[config.mk]
export PLATFORM = sky130hd
export DESIGN_NAME = itdrw_ctrl
export DESIGN_NICKNAME = d
export VERILOG_FILES = /design/src/design/itdrw_pkg.sv /design/src/design/itdrw_ctrl.sv
export SDC_FILE = /design/constraint.sdc
export NUM_CORES = 1
export LEC_CHECK = 0
export ABC_AREA = 1
export BUFFER_PORTS_ARGS = -buffer_cell sky130_fd_sc_hd__buf_2
export CAP_MARGIN = 20
export CELL_PAD_IN_SITES_DETAIL_PLACEMENT = 1
export CELL_PAD_IN_SITES_GLOBAL_PLACEMENT = 2
export CORE_AREA = 2 2 39 41
export CTS_CLUSTER_DIAMETER = 50
export CTS_CLUSTER_SIZE = 25
export DETAILED_ROUTE_END_ITERATION = 12
export DIE_AREA = 0 0 41 43
export GPL_TIMING_DRIVEN = 0
export PLACE_DENSITY = 0.61
export SLEW_MARGIN = 20
export SYNTH_ARGS = -nofsm -noshare
export SYNTH_HDL_FRONTEND = slang
export SYNTH_SLANG_ARGS = --single-unit
[constraint.sdc]
create_clock -name clock -period 1.1 [get_ports clock]
set_clock_uncertainty 0.05 [all_clocks]
set_input_delay 0.055 -clock clock [delete_from_list [all_inputs] [get_ports clock]]
set_output_delay 0.055 -clock clock [all_outputs]
set_load 0.02 [all_outputs]
[src/design/itdrw_pkg.sv]
`timescale 1ns / 1ps
// ----------------------------------------------------------------------------
// itdrw_pkg
// Shared widths, codes and control types of the digit register writer.
// ----------------------------------------------------------------------------
package itdrw_pkg;

   localparam int NUMBER_W           = 27;
   localparam int ADDR_W             = 4;
   localparam int DATA_W             = 8;
   localparam int NUM_DIGITS_W       = 4;
   localparam int DP_MASK_W          = 8;
   localparam int DP_IDX_W           = 3;
   localparam int CSR_INDEX_W        = 2;
   localparam int CSR_DATA_W         = 8;

   localparam int DEF_MAX_DIGITS     = 8;
   localparam int DEF_DIGIT_REG_BASE = 1;

   localparam logic [NUM_DIGITS_W-1:0] NUM_DIGITS_RESET = 4'd8;
   localparam logic [DP_MASK_W-1:0]    DP_MASK_RESET    = 8'h00;

   localparam logic [DATA_W-1:0] BLANK_CODE = 8'h0F;
   localparam logic [DATA_W-1:0] POINT_CODE = 8'h80;

   // x / 10 == (x * RECIP_DIV10) >> RECIP_SHIFT for any 32-bit x
   localparam logic [31:0] RECIP_DIV10 = 32'hCCCC_CCCD;
   localparam int          RECIP_SHIFT = 35;
   localparam int          PROD_W      = NUMBER_W + 32;

   typedef enum logic [CSR_INDEX_W-1:0] {
      REG_NUM_DIGITS = 2'd0,
      REG_DP_MASK    = 2'd1
   } csr_reg_type;

   typedef struct packed {
      logic load;
      logic step;
      logic advance;
   } ctrl_cmd_type;

   typedef struct packed {
      logic k_last;
   } ctrl_sts_type;

endpackage

[src/design/itdrw_ctrl.sv]
`timescale 1ns / 1ps
// ----------------------------------------------------------------------------
// itdrw_ctrl
// Sequencer: accept a number, run one digit step per cycle, then emit writes.
// ----------------------------------------------------------------------------
module itdrw_ctrl (
   input  logic                    clock,
   input  logic                    reset,
   input  logic                    in_valid,
   output logic                    in_ready,
   output logic                    out_valid,
   input  logic                    out_ready,
   output itdrw_pkg::ctrl_cmd_type cmd,
   input  itdrw_pkg::ctrl_sts_type sts
);
   import itdrw_pkg::*;

   typedef enum logic [2:0] {
      ST_IDLE = 3'b001,
      ST_CALC = 3'b010,
      ST_EMIT = 3'b100
   } state_type;

   state_type state_ff, state_in;

   always_ff @(posedge clock) begin
      if (reset) begin
         state_ff <= ST_IDLE;
      end else begin
         state_ff <= state_in;
      end
   end

   always_comb begin
      state_in    = state_ff;
      in_ready    = 1'b0;
      out_valid   = 1'b0;
      cmd.load    = 1'b0;
      cmd.step    = 1'b0;
      cmd.advance = 1'b0;
      case (state_ff)
         ST_IDLE: begin
            in_ready = 1'b1;
            if (in_valid) begin
               cmd.load = 1'b1;
               state_in = ST_CALC;
            end
         end
         ST_CALC: begin
            cmd.step = 1'b1;
            if (sts.k_last) begin
               state_in = ST_EMIT;
            end
         end
         ST_EMIT: begin
            out_valid = 1'b1;
            if (out_ready) begin
               cmd.advance = 1'b1;
               if (sts.k_last) begin
                  state_in = ST_IDLE;
               end
            end
         end
         default: begin
            state_in = ST_IDLE;
         end
      endcase
   end

`ifndef ASSERT_OFF
   a_no_overlap: assert property (@(posedge clock) disable iff (reset)
      !(in_ready && out_valid))
      else $error("input taken while writes pending");

   a_load_to_calc: assert property (@(posedge clock) disable iff (reset)
      (in_valid && in_ready) |=> (cmd.step && !in_ready))
      else $error("accepted item did not start digit steps");

   a_final_write: assert property (@(posedge clock) disable iff (reset)
      (cmd.advance && sts.k_last) |=> (in_ready && !out_valid))
      else $error("no return to idle after final write");
`endif

endmodule

Word level (Yosys, flattened, before mapping). Index checks and enable logic that the tools add are counted.

Eq/ne operators: 7. Mux-type cells: 12. Reduce and logical (&&, ||, !) cells: 1.

Operators by type and width (number): 3-bit 2-to-1 mux (4); 3-bit one-hot mux with 3 select lines (1); 2-bit != test (second input constant) (4); 1-bit 2-to-1 mux (7); 4-bit AND reduction (1); 3-bit by 1-bit equality test with 1-bit output (second input constant) (1); 3-bit by 2-bit equality test with 1-bit output (second input constant) (1); 3-bit equality test (second input constant) (1).

Flip-flop bits (word level): 3. Bits of input ports: 5.

Longest topological paths before layout. Gate-level depths: netlist of the first run.

Word-level depth: 3. Gate-level depth with buffers: 9. Depth with buffers taken out: 9.

Worst setup path after synthesis of the first run. Ideal clock, no wire load.

Path type: register -> register. Start: register state_ff[0]. End: register state_ff[1]. Library setup time: 0.058 ns. Data arrival time: 0.916 ns. Slack: 0.076 ns. Cell stages (with the launch flop): 6. Path buffers: 0. Cells stage by stage: dfxtp_1 > inv_1 > nor2_1 > nand2_1 > nor2_2 > o21a_1.

Word-level cells in the longest chain between the ends: 3. Elaborated cells between the ends (all ways): 9. Classes of those cells: eq/ne (7); mux (1); reduce/logical (1).

Ends and longest elaborated chain: start, declared (line itdrw_ctrl.sv:24) `state_type state_ff, state_in;`; start signal, assigned (line itdrw_ctrl.sv:30) `state_ff <= state_in;`; 3-bit by 2-bit equality test with 1-bit output (tied with other cells) (line itdrw_ctrl.sv:41) `case (state_ff)`; 2-bit != test (no source line); 4-bit AND reduction (no source line).

Parallel ways exist; a longest one is shown, timed or not. A chain may end at the register's enable or synchronous reset.

==> impl_metrics.toml, run 1 <==
[run_status]
status = "finished with violations"
violations = "setup timing"

[final_layout]
nFillCells = 175
postLayoutCoreUtil_pct = 29.57
top_regs = "state_ff (3)"
layout-drive-gt1-share_pct = 65.38
largest_register_ffs = 3
area_growth_pct = 83.71
nNetsFinal = 58
largest-register = "state_ff"
fin_area_um2 = 409.1
multiInputGateArea_um2 = 132.6
ff_latch_area_um2 = 66.31
num_antenna_cells = 0
final_cell_mix = "5 x inv_2, 5 x buf_6, 4 x inv_1, 4 x nand2_2, 4 x buf_2"

[setup_path]
crit_type = "reg2out"
required_ps = 1000
end_kind = "output port"
crit_arrival_ps = 1020
critPathLaunchType = "flip-flop"
worstPathMaxFanout = 3

[cts]
clk_latency_ps = 230
cts_sinks = 3
numCtsBuffers = 3
htreeDepth = 1
cts_tree = "done"
cts_buffer_depth = 2
ctsRootBufferMaster = "clkbuf_4"
clk_pin_slew_ps = 40

[logic_synthesis]
syn_area_per_cell_um2 = 6.363
yosysWarnings = 0
synth_top_cell_by_area = "dfxtp_1"
netlist_area_um2 = 222.7
synth_fp_nets = 40
syn_inst = 35
yosysTopAreaCellShare_pct = 26.97
ys_types = 13
yosys-top-cells-area = "dfxtp_1 27%, inv_1 12%, nand2_1 8.4%"
synth-seq-cells = 3
yosysSeqAreaShare_pct = 26.97

[die]
die_h_um = 43
core_area_um2 = 1384
rows = 14
die-area_um2 = 1763
dieWidth_um = 41
io_pins = 10
initial_utilization_pct = 16.09

[placement]
numPortBuffers = 9
dp_hpwl_um = 431.3
gp_congestion = 0.6924
postPlaceCellArea_um2 = 287.8

[route]
drtAntennaViolNets = 0
routedWlPerCell_um = 9.603
drc = 0
drt-pass1-iter-count = 2
routed-via-count = 255
routed_via_density = 3.750
drt-initial-drc-count = 5
drt-total-wl_um = 653

[power]
p_per_area_nw_per_um2 = 1808
seqPwrFrac_pct = 22.6
peakVddDrop_uv = 717.4
switching_share_pct = 38.39
p_int_w = 0.0004557
power.share.clock_pct = 26.2
p_sw_w = 0.0002839
combinationalPowerShare_pct = 51.2
total_leakage_power_nw = 0.2240

[timing]
final_hold_viol_count = 0
finalWorstSetupSlack_ps = -27.93
fmax_ghz = 0.8866
tightest_slew_ps = 138.5
period_share_pct = 102.5
slew_headroom_pct = 90.73
drv_slew = 0
final.min_clock_period_ps = 1128
tns_ps = -51.27
rsz0062_at_grt = "true"
setup_violations = 3

[grt]
antenna_found_initial = 0
grt_pass1_wl_um = 986
grt_usage_pct = 9.127
grt_pass1_vias = 263
grt-ovfl-total = 0
grt_max_degree = 5

[hold_path]
hold_path.class = "in2reg"

[flow_run]
cap_violations = 0
## cells by family after synthesis
family	synth area share (%)
compound gates	3.372
flops	26.97
simple gates	44.95
buf+inv	24.72
## worst max-delay path, cell delays in order, from the launching register on
cell and delay, ps:
dfxtp_2 330, inv_2 60, nor2_4 100, nand2_4 80, nor2_4 90, buf_6 120
## routing by layer
metal	routed length (um)	share of wire, %	vias up	global-route usage [%]
met5	0	0	-	0
met4	0	0	0	6.000
met3	39	6.0	0	4.712
met2	335	51	9	12.81
met1	279	43	110	10.26
li1	-	-	136	-
## cells in the mapped netlist
cell,instances
dfxtp_1,3
nand3_1,3
nand2_2,3
nand4_1,1
inv_1,7
clkinv_1,1
nand3_2,1
nor2_1,5
o21a_1,1
inv_2,2
bufinv_8,1
nand2_1,5
nor2_2,2
## path summary, 6_finish.rpt
path | end | slack, ps | cells after the start | start
min reg2reg | state_ff[2]$_SDFFE_PP0P_ | 550 | 4 | state_ff[2]$_SDFFE_PP0P_
min | state_ff[1]$_SDFFE_PP0P_ | 120 | 3 | sts
max | cmd[2] | -30 | 5 | state_ff[0]$_SDFFE_PP1P_
max reg2reg | state_ff[2]$_SDFFE_PP0P_ | 10 | 9 | state_ff[0]$_SDFFE_PP1P_
## power groups by stage
stage	clock network (W)	registers, W	logic, W
2_1_floorplan	0	0.000146	0.000181
3_3_place_gp	0	0.000152	0.000239
3_5_place_dp	0	0.000152	0.000241
4_1_cts	0.000202	0.000163	0.000373
5_1_grt	0.000217	0.000172	0.000410
6_report	0.000194	0.000167	0.000379
## repair_timing
item	4_1_cts	5_1_grt
hold endpoints to repair	1	0
gates resized for setup	19	5
endpoints found under the setup margin	6	7
pin swaps	6	4
setup buffers	4	0
hold buffers	1	0
## cell type report
type / count / share of cell area (%)
multi-input cells: 21 / 32.42
repair buffers: 13 / 26.61
flip-flops and latches: 3 / 16.21
inverters: 11 / 13.46
clock buffers: 4 / 6.422
well taps: 16 / 4.893
## stage by stage
stage	hold WS (ps)	setup WS, ps	instances	total power, W
6_report	118.2	-27.93	68	0.0007396
5_1_grt	121.4	-104.6	68	0.0007993
4_1_cts	114.7	-73.04	69	0.0007383
2_1_floorplan	136.8	75.68	35	0.0003275
3_5_place_dp	245.6	-15.05	60	0.0003926
3_3_place_gp	244.4	-8.737	60	0.0003912
Note: power is estimated with default switching activity, not from simulation.
==> run 2: changes to the inputs <==
- CORE_AREA: 2 2 39 41 -> 4 4 41 43
- DIE_AREA: 0 0 41 43 -> 0 0 45 47
- REMOVE_ABC_BUFFERS: not set -> 1
==> run 2 against run 1 <==
The flow still finishes with violations (setup timing). First-iteration DRC count fell by 100%. Design area rose by 13%. Count of clock-buffer cells in the layout did not move. Setup slack got worse by 39 ps. Fmax fell by 3.3%. Routed wire length rose by 14%. Power rose by 11%. Critical path depth did not move. Sequential cell count did not move. Sequential power rose by 7%.
==> impl_metrics.toml, run 2 (synthesis gave the netlist of run 1 again) <==
[cts]
cts_tree = "done"
clk_pin_slew_ps = 40
cts_sinks = 3
clk_latency_ps = 230
htreeDepth = 1
numCtsBuffers = 3
ctsRootBufferMaster = "clkbuf_4"
cts_buffer_depth = 2

[power]
power.share.clock_pct = 23.7
p_total_w = 0.0008194
p_sw_w = 0.0003218
combinationalPowerShare_pct = 54.5
p_per_area_nw_per_um2 = 1775
peakVddDrop_uv = 626.9
switching_share_pct = 39.27
seqPwrFrac_pct = 21.9
total_leakage_power_nw = 0.2427
p_int_w = 0.0004976

[timing]
drv_slew = 0
setup_violations = 8
rsz0062_at_grt = "true"
tightest_slew_ps = 124.9
tns_ps = -275.6
final.min_clock_period_ps = 1167
final_hold_viol_count = 0
period_share_pct = 106.0
slew_headroom_pct = 91.65
fmax_ghz = 0.8572
finalWorstSetupSlack_ps = -66.55

[route]
drt-pass1-iter-count = 1
drc = 0
routed-via-count = 273
drt-initial-drc-count = 0
routed_via_density = 3.900
drtAntennaViolNets = 0
routedWlPerCell_um = 10.64
drt-total-wl_um = 745

[hold_path]
hold_path.class = "in2reg"

[final_layout]
layout-drive-gt1-share_pct = 76.36
top_regs = "state_ff (3)"
multiInputGateArea_um2 = 157.7
largest-register = "state_ff"
area_growth_pct = 107.3
layout_commonest_cell = "buf_4"
ff_latch_area_um2 = 71.32
largest_register_ffs = 3
fin_area_um2 = 461.7
final_cell_mix = "7 x buf_4, 6 x nand2_2, 4 x inv_1, 4 x buf_2, 4 x buf_6"
nFillCells = 163
nNetsFinal = 61
num_antenna_cells = 0

[setup_path]
crit_arrival_ps = 1060
critPathLaunchType = "flip-flop"
worstPathMaxFanout = 3
end_kind = "output port"
crit_type = "reg2out"
required_ps = 1000

[grt]
grt-ovfl-total = 0
grt_pass1_vias = 269
antenna_found_initial = 0
grt_pass1_wl_um = 1221
grt_usage_pct = 8.682
grt_max_degree = 5

[run_status]
violations = "setup timing"
status = "finished with violations"

[die]
core_area_um2 = 1301
die-area_um2 = 2115
rows = 13
dieWidth_um = 45
io_pins = 10
die_h_um = 47
initial_utilization_pct = 17.12

[placement]
postPlaceCellArea_um2 = 286.5
gp_congestion = 0.6800
numPortBuffers = 9

[flow_run]
cap_violations = 0
[run 2: layout make-up]
type | instances | share of cell area, %
clock buffers | 4 | 5.691
inverters | 11 | 13.01
flip-flops and latches | 3 | 15.45
well taps | 15 | 4.065
multi-input cells | 21 | 34.15
repair buffers | 16 | 27.64
[run 2: worst max-delay path, cell delays in order (launching register included)]
cell,delay [ps]
dfxtp_4,350
inv_4,50
nor2_4,120
nand2_4,80
nor2_4,110
buf_6,130
[run 2: power by group through the flow]
stage	sequential, W	clock (W)	combinational, W
after floorplan	0.000146	0	0.000181
after global placement	0.000151	0	0.000244
after detailed placement	0.000152	0	0.000241
after CTS	0.000167	0.000208	0.000402
after global routing	0.000185	0.000212	0.000488
final	0.000179	0.000194	0.000446
[run 2: final timing paths]
path                                                from                  endpoint  slack, ps  cells past startpoint
worst min register to register  state_ff[2]$_SDFFE_PP0P_  state_ff[2]$_SDFFE_PP0P_        570                      4
worst min-delay path                            in_valid  state_ff[0]$_SDFFE_PP1P_        110                      4
worst max register to register  state_ff[0]$_SDFFE_PP1P_  state_ff[1]$_SDFFE_PP0P_        -40                      7
worst max-delay path            state_ff[0]$_SDFFE_PP1P_                    cmd[2]        -70                      5
[run 2: what timing repair did]
action                                 CTS  global route
pin swaps                                9             3
buffers inserted                         6             0
hold buffers                             1             0
gates resized for setup                 22            11
endpoints found under the hold margin    1             0
setup endpoints to repair                6             8
[run 2: routing by layer]
layer  vias to the layer above  global-route usage, %  wire [um]
li1                        145                      -          -
met1                       122                  8.390        241
met2                         6                  16.38        472
met3                         0                  1.149         32
met4                         0                  7.018          0
met5                         -                      0          0
[run 2: through the flow]
step,std cells,util [%],setup WS (ps),hold slack (ps)
2_1_floorplan,35,-,75.68,136.8
3_3_place_gp,59,22.02,-18.37,240.9
3_5_place_dp,59,22.02,-7.942,237.0
4_1_cts,70,32.79,-79.82,100.9
5_1_grt,70,35.48,-125.2,140.6
6_report,70,35.48,-66.55,108.9
==> run 3: changes to the inputs <==
- ABC_AREA: 1 -> 0
- ABC_CLOCK_PERIOD_IN_PS: not set -> 1100
- PLACE_DENSITY: 0.61 -> 0.48
==> run 3 against run 2 <==
Fmax fell by 1.3%. Synthesized cell count fell by 49%. Non-clock buffer count fell by 3. The run still ends with setup timing left. Final cell count fell by 29%. Sequential cell count did not move. Core utilization fell by 11 points. Critical path depth fell by 1. Routed wire length fell by 29%. Sequential share of layout area rose by 6.2 points. First-iteration DRC count rose by 1.
==> impl_metrics.toml, run 3 <==
[run_status]
status = "finished with violations"
violations = "setup timing"

[logic_synthesis]
yosysTopAreaCellShare_pct = 40.00
async_flop_share_pct = 0
synth_edf_count = 0
yosys-top-cells-area = "dfxtp_1 40%, nor3b_2 17%, a21oi_1 10%"
ys.flop_type = "dfxtp_1"
syn_inst = 18
yosysWarnings = 0
netlist_area_um2 = 150.1
yosysSeqAreaShare_pct = 40.00
synth_commonest_cells = "3 x a21oi_1, 3 x dfxtp_1, 3 x nand2_1, 2 x nor3b_2"
syn_area_per_cell_um2 = 8.341
ys_types = 11
synth_top_cell_by_area = "dfxtp_1"
synth-seq-cells = 3

[timing]
slew_headroom_pct = 86.66
finalWorstSetupSlack_ps = -81.55
drv_slew = 0
final.min_clock_period_ps = 1182
period_share_pct = 107.4
rsz0062_at_grt = "true"
tightest_slew_ps = 199.9
fmax_ghz = 0.8463
setup_violations = 5
final_hold_viol_count = 0

[final_layout]
layout-drive-gt1-share_pct = 68.57
largest_register_ffs = 3
layout_commonest_cell = "buf_2"
postLayoutCoreUtil_pct = 24.42
num_antenna_cells = 0
nNetsFinal = 41
area_growth_pct = 111.7
largest-register = "state_ff"
top_regs = "state_ff (3)"
final_cell_mix = "6 x buf_2, 4 x buf_4, 3 x clkbuf_4"

[cts]
cts_buffer_depth = 2
htreeDepth = 1
clk_latency_ps = 230
cts_sinks = 3
numCtsBuffers = 3
clk_pin_slew_ps = 40
cts_tree = "done"
ctsRootBufferMaster = "clkbuf_4"

[setup_path]
crit_arrival_ps = 1080
rrSetupSlack_ps = -60
end_kind = "output port"
critPathLaunchType = "flip-flop"
slowest_delay_ps = 360
worstRegToRegCells = 5
crit_chain = "nor3b_4 > nand2_2 > inv_2 > buf_6"
r2r-end = "state_ff[1]$_SDFFE_PP0P_"
rr_startpoint = "state_ff[0]$_SDFFE_PP1P_"
crit_type = "reg2out"
worst_path_max_delay_cell = "dfxtp_4"
required_ps = 1000
worstPathMaxFanout = 3

[placement]
numPortBuffers = 9
gp_congestion = 0.7579

[hold_path]
hold_path.class = "in2reg"
holdPathEnd = "state_ff[2]$_SDFFE_PP0P_"
worst_hold_path.num_cells = 3
hp-start = "sts"

[grt]
grt_pass1_wl_um = 800
grt_max_degree = 6
grt-ovfl-total = 0
antenna_found_initial = 0
grt_pass1_vias = 206
grt_usage_pct = 5.919

[die]
initial_utilization_pct = 11.54
die-area_um2 = 2115
die_h_um = 47
core_area_um2 = 1301
io_pins = 10
rows = 13
dieWidth_um = 45

[route]
routedWlPerCell_um = 10.56
drt-total-wl_um = 528
routed-via-count = 196
routed_via_density = 3.920
drt-pass1-iter-count = 2
drt-initial-drc-count = 1
drtAntennaViolNets = 0
drc = 0

[power]
peakVddDrop_uv = 425.4
total_leakage_power_nw = 0.1426
p_total_w = 0.0004019
p_per_area_nw_per_um2 = 1264

[flow_run]
cap_violations = 0
-- run 3: cell types whose count changed in the layout (fill, tap and decap cells not counted), sizes merged, moves of 2 or more --
cell | before | now
buf | 15 | 12
inv | 9 | 1
nor3b | 0 | 2
nand2 | 8 | 3
nand3 | 4 | 1
nor2 | 7 | 1
a21oi | 0 | 3
-- run 3: cells by family after synthesis --
group,after synthesis,synth area share [%]
and+or+nand+nor,10,42.50
buffers and inverters,1,2.498
DFF,3,40.00
AOI/OAI and AO/OA,4,15.00
-- run 3: layout make-up --
type	instances	area [um^2]
Clock buffer	4	26.28
Fill cell	159	983.4
Inverter	1	3.754
Multi-Input combinational cell	14	107.6
Sequential cell	3	68.82
Tap cell	15	18.77
Timing Repair Buffer	13	92.59
-- run 3: worst max path at each step --
stage | cells past startpoint | startpoint | to
final | 4 | state_ff[0]$_SDFFE_PP1P_ | cmd[2]
after global routing | 4 | state_ff[0]$_SDFFE_PP1P_ | cmd[2]
after floorplan | 3 | state_ff[0]$_SDFFE_PP1P_ | state_ff[0]$_SDFFE_PP1P_
after CTS | 4 | state_ff[0]$_SDFFE_PP1P_ | cmd[2]
after global placement | 3 | state_ff[0]$_SDFFE_PP1P_ | state_ff[0]$_SDFFE_PP1P_
after detailed placement | 3 | state_ff[1]$_SDFFE_PP0P_ | state_ff[0]$_SDFFE_PP1P_
-- run 3: worst max-delay path: cells and delay by family (launching register included) --
family	cells	cell delay, ps
and+or+nand+nor	2	330
buffers and inverters	2	160
DFF	1	360
-- run 3: through the flow --
step	hold slack [ps]	TNS (ps)	worst slack, ps	cell area [um^2]	std cells
6_report	42.56	-183.3	-81.55	317.8	50
5_1_grt	57.05	-480.6	-135.4	317.8	50
4_1_cts	36.06	-238.3	-89.21	301.5	50
3_5_place_dp	202.8	0	62.75	214.0	42
3_3_place_gp	199.5	0	62.58	214.0	42
2_1_floorplan	74.07	-116.9	-96.44	150.1	18
-- run 3: timing repair --
item                                    in CTS  in global routing
hold buffers                                 1                  0
endpoints found under the setup margin       5                  7
buffers inserted                             3                  0
hold endpoints to repair                     2                  0
resized for setup                            9                  7
pin swaps                                    2                  1
-- run 3: report_power, final --
group,internal (W),switching [W],leakage [nW]
combinational,0.0000469,0.0000392,0.102
sequential,0.000115,0.00000846,0.0258
clock,0.000136,0.0000568,0.0150
-- run 3: layer usage --
| layer | vias up | wire length, um | track usage [%] |
|---|---|---|---|
| li1 | 97 | - | - |
| met4 | 0 | 0 | 5.263 |
| met5 | - | 0 | 0 |
| met2 | 6 | 300 | 11.30 |
| met3 | 0 | 47 | 3.065 |
| met1 | 93 | 181 | 4.082 |
